### config.mk
export PLATFORM = sky130hd
export DESIGN_NAME = positional_array_list_unit
export DESIGN_NICKNAME = d
export VERILOG_FILES = /design/src/pal_pkg.sv /design/src/pal_ram.sv /design/src/pal_dp.sv /design/src/pal_ctrl.sv /design/src/positional_array_list_unit.sv
export SDC_FILE = /design/constraint.sdc
export NUM_CORES = 2
export LEC_CHECK = 0
export ABC_AREA = 1
export BUFFER_PORTS_ARGS = -buffer_cell sky130_fd_sc_hd__buf_2
export CAP_MARGIN = 20
export CORE_ASPECT_RATIO = 1.2
export CORE_MARGIN = 3
export CORE_UTILIZATION = 60
export DETAILED_ROUTE_END_ITERATION = 7
export GPL_TIMING_DRIVEN = 0
export PLACE_DENSITY_LB_ADDON = 0.08
export SYNTH_ARGS = -nofsm -noshare
export SYNTH_HDL_FRONTEND = slang
export SYNTH_SLANG_ARGS = --single-unit
### constraint.sdc
create_clock -name clk -period 5.9 [get_ports clk]
set_clock_uncertainty 0.2 [all_clocks]
set_input_delay 1.18 -clock clk [delete_from_list [all_inputs] [get_ports clk]]
set_output_delay 1.18 -clock clk [all_outputs]
set_load 0.1 [all_outputs]
### src/pal_pkg.sv
// Shared types and constants for the positional array list unit.
// Depends on nothing; imported by pal_dp, pal_ctrl and positional_array_list_unit.
`timescale 1ns / 1ps

package pal_pkg;

	// list storage geometry
	localparam int DEPTH = 64;
	localparam int AW    = (DEPTH > 1) ? $clog2(DEPTH) : 1;
	localparam int CW    = $clog2(DEPTH + 1);

	// fixed field widths
	localparam int VAL_W = 32;
	localparam int POS_W = 8;

	// request kinds
	typedef enum logic [1:0] {
		REQ_VISIT  = 2'd0,
		REQ_SEARCH = 2'd1,
		REQ_INSERT = 2'd2,
		REQ_DELETE = 2'd3
	} req_t;

	// controller to datapath commands
	typedef struct packed {
		logic load;
		logic check;
		logic read;
		logic grab;
		logic walk;
		logic put;
		logic commit;
	} pal_cmd_t;

	// datapath to controller status
	typedef struct packed {
		req_t kind;
		logic refuse;
		logic walk_done;
		logic hit;
	} pal_stat_t;

endpackage

### src/pal_ram.sv
// Generic single-write, single-read RAM with registered read data.
// Depends on nothing.
`timescale 1ns / 1ps

module pal_ram #(
	parameter int WIDTH = 32,
	parameter int DEPTH = 64
) (
	input  logic                                        clk,
	input  logic                                        we,
	input  logic [((DEPTH > 1) ? $clog2(DEPTH) : 1)-1:0] waddr,
	input  logic [WIDTH-1:0]                            wdata,
	input  logic [((DEPTH > 1) ? $clog2(DEPTH) : 1)-1:0] raddr,
	output logic [WIDTH-1:0]                            rdata
);

	logic [WIDTH-1:0] mem_q [DEPTH];

	// write port
	always_ff @(posedge clk) begin
		if (we) begin
			mem_q[waddr] <= wdata;
		end
	end

	// registered read port
	always_ff @(posedge clk) begin
		rdata <= mem_q[raddr];
	end

endmodule

### src/pal_dp.sv
// Datapath of the positional array list: request registers, entry count,
// walk pointer, list RAM and result registers. Depends on pal_pkg, pal_ram.
`timescale 1ns / 1ps

module pal_dp
	import pal_pkg::*;
(
	input  logic                    clk,
	input  logic                    arst_n,
	input  pal_cmd_t                cmd,
	output pal_stat_t               st,
	input  logic [1:0]              req_type,
	input  logic [POS_W-1:0]        position,
	input  logic signed [VAL_W-1:0] value,
	output logic                    ok,
	output logic signed [VAL_W-1:0] read_value,
	output logic [POS_W-1:0]        found_position,
	output logic [POS_W-1:0]        entry_count,
	output logic                    is_empty,
	output logic                    is_full
);

	// request word
	req_t               kind_q;
	logic [POS_W-1:0]   pos_q;
	logic [VAL_W-1:0]   val_q;

	// list state and walk control
	logic [CW-1:0]      count_q;
	logic [AW-1:0]      idx_q;
	logic [AW-1:0]      rptr_q;
	logic [CW-1:0]      moves_q;
	logic               pend_s1;
	logic [AW-1:0]      waddr_s1;
	logic [AW-1:0]      spos_s1;

	// per-request results
	logic               ok_q;
	logic [VAL_W-1:0]   rd_q;
	logic [POS_W-1:0]   found_q;

	// RAM ports
	logic               ram_we;
	logic [AW-1:0]      ram_waddr;
	logic [VAL_W-1:0]   ram_wdata;
	logic [AW-1:0]      ram_raddr;
	logic [VAL_W-1:0]   ram_rdata;

	logic [POS_W-1:0]   pos_m1;
	logic [POS_W-1:0]   lim;
	logic [POS_W-1:0]   idx_c;
	logic               refuse;
	logic               hit;
	logic [CW-1:0]      cnt_n;

	// clamp the position to the last entry, or to the append slot for insert
	assign pos_m1 = pos_q - POS_W'(1);
	assign lim    = (kind_q == REQ_INSERT) ? POS_W'(count_q) : POS_W'(count_q) - POS_W'(1);
	assign idx_c  = (pos_m1 > lim) ? lim : pos_m1;

	// refusal rules
	always_comb begin
		case (kind_q)
			REQ_VISIT:  refuse = (pos_q == '0) || (count_q == '0);
			REQ_DELETE: refuse = (pos_q == '0) || (count_q == '0);
			REQ_INSERT: refuse = (pos_q == '0) || (count_q == CW'(DEPTH));
			default:    refuse = 1'b0;
		endcase
	end

	// search compare on the word coming back from the RAM
	assign hit = cmd.walk && pend_s1 && (kind_q == REQ_SEARCH) && (ram_rdata == val_q);

	assign st.kind      = kind_q;
	assign st.refuse    = refuse;
	assign st.walk_done = (moves_q == '0) && !pend_s1;
	assign st.hit       = hit;

	// RAM addressing: walk pointer, or the clamped slot for a single access
	assign ram_raddr = cmd.read ? idx_q : rptr_q;

	always_comb begin
		ram_we    = 1'b0;
		ram_waddr = waddr_s1;
		ram_wdata = ram_rdata;
		if (cmd.walk && pend_s1 && (kind_q != REQ_SEARCH)) begin
			ram_we = 1'b1;
		end else if (cmd.put) begin
			ram_we    = 1'b1;
			ram_waddr = idx_q;
			ram_wdata = val_q;
		end
	end

	pal_ram #(
		.WIDTH (VAL_W),
		.DEPTH (DEPTH)
	) u_ram (
		.clk   (clk),
		.we    (ram_we),
		.waddr (ram_waddr),
		.wdata (ram_wdata),
		.raddr (ram_raddr),
		.rdata (ram_rdata)
	);

	// capture the request word
	always_ff @(posedge clk) begin
		if (cmd.load) begin
			kind_q <= req_t'(req_type);
			pos_q  <= position;
			val_q  <= value;
		end
	end

	// set up the walk and the per-request results
	always_ff @(posedge clk) begin
		if (cmd.check) begin
			idx_q   <= AW'(idx_c);
			ok_q    <= !refuse && (kind_q != REQ_SEARCH);
			rd_q    <= '0;
			found_q <= '0;
			if (kind_q == REQ_SEARCH) begin
				rptr_q  <= '0;
				moves_q <= count_q;
			end else begin
				rptr_q  <= AW'(count_q - CW'(1));
				moves_q <= CW'(POS_W'(count_q) - idx_c);
			end
		end else if (cmd.grab) begin
			rd_q    <= ram_rdata;
			rptr_q  <= idx_q + AW'(1);
			moves_q <= count_q - CW'(idx_q) - CW'(1);
		end else if (cmd.walk) begin
			if (hit) begin
				ok_q    <= 1'b1;
				found_q <= POS_W'(spos_s1) + POS_W'(1);
			end
			if (moves_q != '0) begin
				moves_q <= moves_q - CW'(1);
				rptr_q  <= (kind_q == REQ_INSERT) ? rptr_q - AW'(1) : rptr_q + AW'(1);
			end
		end
	end

	// read-to-write pipeline stage of the walk
	always_ff @(posedge clk or negedge arst_n) begin
		if (!arst_n) begin
			pend_s1 <= 1'b0;
		end else if (cmd.walk) begin
			pend_s1 <= (moves_q != '0);
		end else begin
			pend_s1 <= 1'b0;
		end
	end

	always_ff @(posedge clk) begin
		if (cmd.walk) begin
			spos_s1  <= rptr_q;
			waddr_s1 <= (kind_q == REQ_INSERT) ? rptr_q + AW'(1) : rptr_q - AW'(1);
		end
	end

	// entry count after the request
	always_comb begin
		cnt_n = count_q;
		if (ok_q && (kind_q == REQ_INSERT)) begin
			cnt_n = count_q + CW'(1);
		end else if (ok_q && (kind_q == REQ_DELETE)) begin
			cnt_n = count_q - CW'(1);
		end
	end

	always_ff @(posedge clk or negedge arst_n) begin
		if (!arst_n) begin
			count_q <= '0;
		end else if (cmd.commit) begin
			count_q <= cnt_n;
		end
	end

	// result word register
	always_ff @(posedge clk) begin
		if (cmd.commit) begin
			ok             <= ok_q;
			read_value     <= rd_q;
			found_position <= found_q;
			entry_count    <= POS_W'(cnt_n);
			is_empty       <= (cnt_n == '0);
			is_full        <= (cnt_n == CW'(DEPTH));
		end
	end

endmodule

### src/pal_ctrl.sv
// Controller of the positional array list: request sequencing and the
// input and output handshakes. Depends on pal_pkg.
`timescale 1ns / 1ps

module pal_ctrl
	import pal_pkg::*;
(
	input  logic      clk,
	input  logic      arst_n,
	input  logic      in_valid,
	output logic      in_ready,
	output logic      out_valid,
	input  logic      out_ready,
	input  pal_stat_t st,
	output pal_cmd_t  cmd
);

	typedef enum logic [6:0] {
		S_IDLE  = 7'b0000001,
		S_CHECK = 7'b0000010,
		S_READ  = 7'b0000100,
		S_GRAB  = 7'b0001000,
		S_WALK  = 7'b0010000,
		S_PUT   = 7'b0100000,
		S_DONE  = 7'b1000000
	} state_t;

	state_t state_q;
	state_t state_n;
	logic   out_valid_q;

	assign in_ready  = (state_q == S_IDLE);
	assign out_valid = out_valid_q;

	// next state and commands
	always_comb begin
		state_n = state_q;
		cmd     = '0;
		case (state_q)
			S_IDLE: begin
				cmd.load = in_valid;
				if (in_valid) begin
					state_n = S_CHECK;
				end
			end
			S_CHECK: begin
				cmd.check = 1'b1;
				if (st.refuse) begin
					state_n = S_DONE;
				end else if ((st.kind == REQ_VISIT) || (st.kind == REQ_DELETE)) begin
					state_n = S_READ;
				end else begin
					state_n = S_WALK;
				end
			end
			S_READ: begin
				cmd.read = 1'b1;
				state_n  = S_GRAB;
			end
			S_GRAB: begin
				cmd.grab = 1'b1;
				state_n  = (st.kind == REQ_DELETE) ? S_WALK : S_DONE;
			end
			S_WALK: begin
				cmd.walk = 1'b1;
				if (st.hit) begin
					state_n = S_DONE;
				end else if (st.walk_done) begin
					state_n = (st.kind == REQ_INSERT) ? S_PUT : S_DONE;
				end
			end
			S_PUT: begin
				cmd.put = 1'b1;
				state_n = S_DONE;
			end
			S_DONE: begin
				if (!out_valid_q || out_ready) begin
					cmd.commit = 1'b1;
					state_n    = S_IDLE;
				end
			end
			default: begin
				state_n = S_IDLE;
			end
		endcase
	end

	always_ff @(posedge clk or negedge arst_n) begin
		if (!arst_n) begin
			state_q <= S_IDLE;
		end else begin
			state_q <= state_n;
		end
	end

	// hold the result word until taken
	always_ff @(posedge clk or negedge arst_n) begin
		if (!arst_n) begin
			out_valid_q <= 1'b0;
		end else if (cmd.commit) begin
			out_valid_q <= 1'b1;
		end else if (out_ready) begin
			out_valid_q <= 1'b0;
		end
	end

	a_accept_to_check: assert property (@(posedge clk) disable iff (!arst_n)
		(in_valid && in_ready) |=> (state_q == S_CHECK))
		else $error("accepted word did not enter the check step");

	a_commit_slot_free: assert property (@(posedge clk) disable iff (!arst_n)
		cmd.commit |-> (!out_valid_q || out_ready))
		else $error("result committed over an untaken word");

	a_hit_only_search: assert property (@(posedge clk) disable iff (!arst_n)
		st.hit |-> ((state_q == S_WALK) && (st.kind == REQ_SEARCH)))
		else $error("match flagged outside a search walk");

	a_put_only_insert: assert property (@(posedge clk) disable iff (!arst_n)
		(state_q == S_PUT) |-> (st.kind == REQ_INSERT))
		else $error("final write outside an insert");

endmodule

### src/positional_array_list_unit.sv
// Positional array list: up to 64 signed 32-bit entries with visit, search,
// insert and delete by 1-based position, result on its own channel.
// Depends on pal_pkg, pal_ctrl, pal_dp.
//
//   Input channel in_valid/in_ready carries one request word (req_type,
//   position, value). Output channel out_valid/out_ready carries one result
//   word (ok, read_value, found_position, entry_count, is_empty, is_full)
//   for each request, in order.
//   One request is worked at a time; in_ready is high only while the
//   controller is idle. A refused request goes from the check step
//   straight to the result; a visit reads its slot; a search walks the
//   entries from the first up to the first match; an insert shifts the
//   entries from the last down to the slot up by one, then writes its
//   value; a delete reads its slot, then shifts the later entries down.
//   The single RAM read port sets the pace: a shift or a search visits
//   one stored entry per cycle.
//   The result word sits in an output register; the next request is taken
//   while it waits, and is held in its final step until the word is taken.
//   Reset empties the list and drops any pending result; list storage is
//   not cleared, only entries below the count are ever read.
`timescale 1ns / 1ps

module positional_array_list_unit
	import pal_pkg::*;
(
	input  logic                    clk,
	input  logic                    arst_n,
	input  logic                    in_valid,
	output logic                    in_ready,
	input  logic [1:0]              req_type,
	input  logic [POS_W-1:0]        position,
	input  logic signed [VAL_W-1:0] value,
	output logic                    out_valid,
	input  logic                    out_ready,
	output logic                    ok,
	output logic signed [VAL_W-1:0] read_value,
	output logic [POS_W-1:0]        found_position,
	output logic [POS_W-1:0]        entry_count,
	output logic                    is_empty,
	output logic                    is_full
);

	pal_cmd_t  cmd;
	pal_stat_t st;

	// sequencing
	pal_ctrl u_ctrl (
		.clk       (clk),
		.arst_n    (arst_n),
		.in_valid  (in_valid),
		.in_ready  (in_ready),
		.out_valid (out_valid),
		.out_ready (out_ready),
		.st        (st),
		.cmd       (cmd)
	);

	// storage and result path
	pal_dp u_dp (
		.clk            (clk),
		.arst_n         (arst_n),
		.cmd            (cmd),
		.st             (st),
		.req_type       (req_type),
		.position       (position),
		.value          (value),
		.ok             (ok),
		.read_value     (read_value),
		.found_position (found_position),
		.entry_count    (entry_count),
		.is_empty       (is_empty),
		.is_full        (is_full)
	);

endmodule
* Word-level counts from Yosys, hierarchy flattened
Memories as Yosys holds them, arrays and structs flattened. A register that Yosys moved wholly into a read port is not among the register bits.
Index checks and enable logic that the tools add are counted.
** Word-level totals
- Bits in registers :: 180
- RAM bits :: 2048
- Input port bits :: 46
- Logic and storage cells :: 135
- Memories :: 1
** Cells by class
- Add/sub/neg operators :: 12
- $lt $le $gt $ge :: 1
- Equal/unequal tests :: 18
- Multiplexer cells :: 50
- Bitwise logic cells :: 1
- Reduce and logical (&&, ||, !) cells :: 31
** Memories
- u_dp.u_ram.mem_q :: words 64, bits a word 32, rd ports 1, clocked after Yosys merged registers in 1, write ports 1, RTL line pal_ram.sv:17 : logic [WIDTH-1:0] mem_q [DEPTH];
** Operators with widths (number)
- 7-bit two-way mux :: 15
- 32-bit two-way mux :: 2
- 6-bit two-way mux :: 10
- 7-bit case mux with 7 select lines :: 1
- 32-bit equality test :: 1
- 7-bit equality test (second input constant) :: 3
- 7-bit logical NOT :: 3
- 7-bit by 1-bit subtractor with 7-bit output (second input constant) :: 3
- 1-bit two-way mux :: 19
- 6-bit by 1-bit adder with 6-bit output (second input constant) :: 2
- 3-bit AND reduction :: 3
- 8-bit greater-than comparator :: 1
- 1-bit logical AND :: 8
- 8-bit logical NOT :: 1
- 8-bit two-way mux :: 1
- 7-bit by 1-bit subtractor with 8-bit output (second input constant) :: 1
- 8-bit by 1-bit subtractor with 8-bit output (second input constant) :: 1
- 6-bit by 1-bit adder with 7-bit output (second input constant) :: 1
- 7-bit by 1-bit adder with 7-bit output (second input constant) :: 1
- 7-bit by 1-bit equality test with 1-bit output (second input constant) :: 1
- 7-bit by 2-bit equality test with 1-bit output (second input constant) :: 1
- 7-bit by 3-bit equality test with 1-bit output (second input constant) :: 1
- 7-bit by 4-bit equality test with 1-bit output (second input constant) :: 1
- 7-bit by 5-bit equality test with 1-bit output (second input constant) :: 1
- other kinds (20) :: 31

* Logic depth before layout (Yosys ltp)
- Depth in word-level cells :: 9
- Mapped depth :: 30

* Hierarchy
A second synthesis with hierarchy kept.
** Unflattened totals
- Cells, all modules :: 7743
- Area, all modules :: 91870.6 um^2
** By module, submodules not included
- pal_ram :: instances 1, cells each 6769, area an instance 82738.1 um^2, sequential area each 62139.6 um^2
- pal_dp :: instances 1, cells each 891, area an instance 8552.0 um^2, sequential area each 4674.5 um^2
- pal_ctrl :: instances 1, cells each 83, area an instance 580.6 um^2, sequential area each 201.4 um^2

* Worst setup path after synthesis
No wires, ideal clock.
- Kind :: register -> register
- Start point :: register u_ctrl.state_q[0]
- End point :: register u_dp.kind_q[0] (enable)
- Arrival :: 5.805 ns
- Required time :: 5.259 ns
- Slack :: -0.546 ns
- Stages on the path, launching flop included :: 5
- Buffers on the path :: 0
- Cells stage by stage :: dfstp_2 -> inv_2 -> nor4_1 -> inv_1 -> nor2_1
** RTL lines
- from (decl) :: RTL line pal_ctrl.sv:28 : state_t state_q;
- from (signal assigned) :: RTL line pal_ctrl.sv:92 : state_q <= state_n;
- to (signal assigned) :: RTL line pal_dp.sv:110 : kind_q <= req_t'(req_type);
- to (decl) :: RTL line pal_dp.sv:24 : req_t kind_q;

* Worst setup path after layout
- Start point :: register u_ctrl.state_q[4]
- End point :: register u_dp.u_ram.rdata[11], read port of u_dp.u_ram.mem_q
** Between the ends
- Word-level cells in the longest chain between the ends :: 3
** Ends and longest elaborated chain
- 7-bit by 3-bit equality test with 1-bit output :: RTL line pal_ctrl.sv:39 : case (state_q)
- 1-bit two-way mux :: RTL line pal_ctrl.sv:39
- 6-bit two-way mux :: RTL line pal_dp.sv:80 : assign ram_raddr = cmd.read ? idx_q : rptr_q;
- to (decl) :: RTL line pal_ram.sv:14 : output logic [WIDTH-1:0] rdata
Every way passes these cells.
A chain may end at the register's enable or synchronous reset.

==> impl_metrics.yaml <==
power_and_ir_drop:
  worst_ir_drop_vdd_mv: 0.448
  cellPowerDensity_nw_per_um2: 572
  finalPower_mw: 59.3
  power.leakage_nw: 33.9
global_route:
  grt_max_degree: 42
  grt_pass1_vias: 62100
  overall_track_demand_over_capacity_in_global_routing: 0.484
  grt_antenna_before_repair: 47
  grt.overflow.total: 0
  grt_pass1_wl_um: 501000
timing:
  setup_viol_count_final: 5
  finalHoldViolCount: 0
  rsz0062_at_grt: "no"
  worst-slew-pin-transition_ns: 1.29
  achievable_clock_frequency_mhz: 165
  min_period_ns: 6.07
  final_critical_path_setup_slack_ns: -0.169
  post-route-period-util: 1.03
  report.final.slew_viol_count: 0
  worst_slew_margin_rel: 0.131
die:
  ios: 99
  overall_die_height_um: 429
  die_area_sq_um: 154000
  core_region_area_sq_um: 148000
  chipWidth_um: 359
  initial_utilization: 0.606
  fp-row-count: 154
finish:
  layout_common_cells: "sky130_fd_sc_hd__edfxtp_1 (2171), sky130_fd_sc_hd__nor2_1 (1336), sky130_fd_sc_hd__o21ai_0 (1143)"
  ratio_of_cells_with_drive_above_1_in_the_final_layout: 0.109
  finish.instance_area_sq_um: 104000
  fin_util: 0.703
  final_net_count: 7499
  mostFrequentLayoutCell: "sky130_fd_sc_hd__edfxtp_1"
  final.fill_count: 10100
  layout-area-overhead-vs-synth_pct: 15.8
  area_used_by_multi_input_combinational_logic_sq_um: 20700
  layout.area.seq_sq_um: 67000
drt:
  avgViaCountPerCell: 7.08
  drcViolationCount: 3
  routedWlPerCell_um: 39.0
  vias: 67700
  drt-initial-drc-count: 12800
  final_antenna_net_count: 0
  first_pass_detailed_route_iteration_total: 8
  drt-total-wl_um: 373000
min_path:
  hp-class: "flop to flop"
setup_path:
  critPathCapture: "u_dp.u_ram.rdata[11]"
  crit-reg2reg-capture: "u_dp.u_ram.rdata[11]"
  crit_path_max_incr_delay_ns: 1.09
  crit_buf_inv: 5
  regToRegSetupSlack_ns: -0.17
  rr_startpoint: "u_ctrl.state_q[4]"
  worstSetupStartpoint: "u_ctrl.state_q[4]"
  crit_type: "flop to flop"
  crit_arrival_ns: 6.61
  setup.worst_path.end_class: "flop"
  crit_path_max_fanout: 10
  required_time_at_the_worst_slack_endpoint_ns: 6.44
  cpMaxStageDelayCell: "sky130_fd_sc_hd__o221ai_1"
  timing.critical_path.cells: "nor2_2, nand2_2, inv_2, nand2_2, buf_6, o21ai_1, clkbuf_1, buf_16, clkbuf_1, o21ai_0, o221ai_1, nand3_1, nand2_1"
  critical-path-top-delay-family: "compound AO/OA/AOI/OAI gates"
  worstRegToRegCells: 13
  worstSetupPathDepth: 13
  worst_setup_path_start_kind: "flop"
synth:
  synth-edff-count: 2171
  leading_cell_types_by_total_area_after_synthesis: "sky130_fd_sc_hd__edfxtp_1 (73%), sky130_fd_sc_hd__o21ai_0 (6.6%), sky130_fd_sc_hd__nor2_1 (5.9%)"
  post-synth-top-area-fraction: 0.728
  netlist.top_cell.by_area: "sky130_fd_sc_hd__edfxtp_1"
  syn_avg_cell_area_sq_um: 12.9
  postSynthCellCount: 6921
  ys_flop_type: "sky130_fd_sc_hd__edfxtp_1"
  yosys_warnings: 0
  synth.ff_latch_count: 2258
  cell_area_synth_sq_um: 89500
  synth.yosys.seq_area_share: 0.749
  synth_async_sr_flop_share: 0.00709
  yosys.cell_types.count: 53
status:
  failed_checks: "DRC, setup timing"
  status: "finished, violations left"
clock_network:
  cts_htree_levels: 4
  cts.clk_slew.worst_paths_ns: 0.07
  clk_latency_ns: 0.89
  root_buffer: "sky130_fd_sc_hd__clkbuf_16"
  clock_sinks: 2258
  tritoncts: "built"
  cts_buffer_depth: 3
  cts_buffers: 207
placement:
  port_buffers: 96
  post-dp-hpwl_um: 262000
  gp_routability_congestion: 1.10
  placed_cell_area_sq_um: 96700
flow_run:
  max-cap-violations: 0
metrics by stage:
step / worst slack, ns / TNS (ns) / hold WS, ns / cells
2_1_floorplan: 0.803 / 0 / 0.203 / 6922
3_3_place_gp: -6.81 / - / 0.214 / 8968
3_5_place_dp: 0.107 / 0 / 0.214 / 9138
4_1_cts: 0.0339 / 0 / 0.226 / 9522
5_1_grt: 0.0131 / 0 / 0.234 / 9545
6_report: -0.169 / -0.473 / 0.228 / 9558
how the worst min path moves through the flow:
| stage | startpoint | end | slack, ns | cells after the start |
|---|---|---|---|---|
| finish | u_dp.found_q[6] | u_dp.found_position[6] | 0.23 | 0 |
| detailed placement | u_dp.found_q[6] | u_dp.found_position[6] | 0.21 | 0 |
| global placement | u_dp.rd_q[5] | u_dp.read_value[5] | 0.21 | 0 |
| CTS | value[6] | u_dp.val_q[6] | 0.23 | 1 |
| floorplan | u_dp.found_q[0] | u_dp.found_position[0] | 0.20 | 0 |
| global route | value[16] | u_dp.val_q[16] | 0.23 | 1 |
Yosys cell counts, drive strengths merged (4+ instances only):
cell type     n
nor4         10
nand4        15
a211oi        6
o21ai      1401
ha           33
o211ai       11
o22ai       509
nand3       105
dfxtp        71
buf         130
nand2       271
nor2       1399
o221ai      138
inv         163
clkinv        4
xor2         34
nor3         29
edfxtp     2171
clkbuf      341
xnor2        12
nand3b        4
dfrtp        15
o2111ai       4
a21oi        19
power by group:
| part | leakage (nW) | internal (mW) | switching (mW) |
|---|---|---|---|
| sequential | 20.4 | 20.3 | 0.368 |
| clock | 3.26 | 7.39 | 6.07 |
| combinational | 10.3 | 5.40 | 19.8 |
metal layers:
metal / part of all wire / wire [um] / track usage
met1: 0.30 / 114000 / 0.575
met2: 0.43 / 161000 / 0.702
met3: 0.14 / 52900 / 0.156
met4: 0.12 / 45300 / 0.437
met5: 0.00034 / 127 / 0.00127
sequential cells by signal, indices dropped and copies added, names as in the netlist, 8 cells and up:
| register | cells |
|---|---|
| u_dp.u_ram.mem_q | 2048 |
| u_dp.rd_q | 32 |
| u_dp.read_value | 32 |
| u_dp.u_ram.rdata | 32 |
| u_dp.val_q | 32 |
| u_dp.pos_q | 8 |
kinds of logic after synthesis:
family                     Yosys count  share of synthesized area
and+or+nand+nor                   1841                     0.0805
AOI/OAI and AO/OA                 2101                      0.132
adders and majority gates           35                    0.00506
other                                1                  0.0000419
buffers and inverters              638                     0.0293
DFF                               2258                      0.749
muxes                                1                   0.000126
xor gates and xnor gates            46                    0.00450
worst register-to-register path, stage by stage, from the launching register on:
cell                       delay (ns)
sky130_fd_sc_hd__dfrtp_1         0.41
sky130_fd_sc_hd__nor2_2          0.18
sky130_fd_sc_hd__nand2_2         0.11
sky130_fd_sc_hd__inv_2           0.07
sky130_fd_sc_hd__nand2_2         0.14
sky130_fd_sc_hd__buf_6           0.20
sky130_fd_sc_hd__o21ai_1         0.88
sky130_fd_sc_hd__clkbuf_1        0.75
sky130_fd_sc_hd__buf_16          0.24
sky130_fd_sc_hd__clkbuf_1        0.39
sky130_fd_sc_hd__o21ai_0         0.58
sky130_fd_sc_hd__o221ai_1        1.09
sky130_fd_sc_hd__nand3_1         0.24
sky130_fd_sc_hd__nand2_1         0.43
what timing repair did:
| action | in CTS | in global routing |
|---|---|---|
| endpoints found under the hold margin | 15 | 0 |
| buffers inserted | 0 | 0 |
| gates resized for setup | 0 | 5 |
| hold buffers | 1 | 0 |
| endpoints found under the setup margin | 0 | 172 |
layout make-up:
type | instances | area share
clock buffer | 263 | 0.0533
buffer | 471 | 0.0193
antenna | 16 | 0.000386
multi-input combinational | 4026 | 0.200
inverter | 167 | 0.00608
timing repair buffer | 287 | 0.0399
tap | 1950 | 0.0235
clock inverter | 120 | 0.0113
sequential | 2258 | 0.646
No activity file was read; power rests on OpenSTA's default activity.
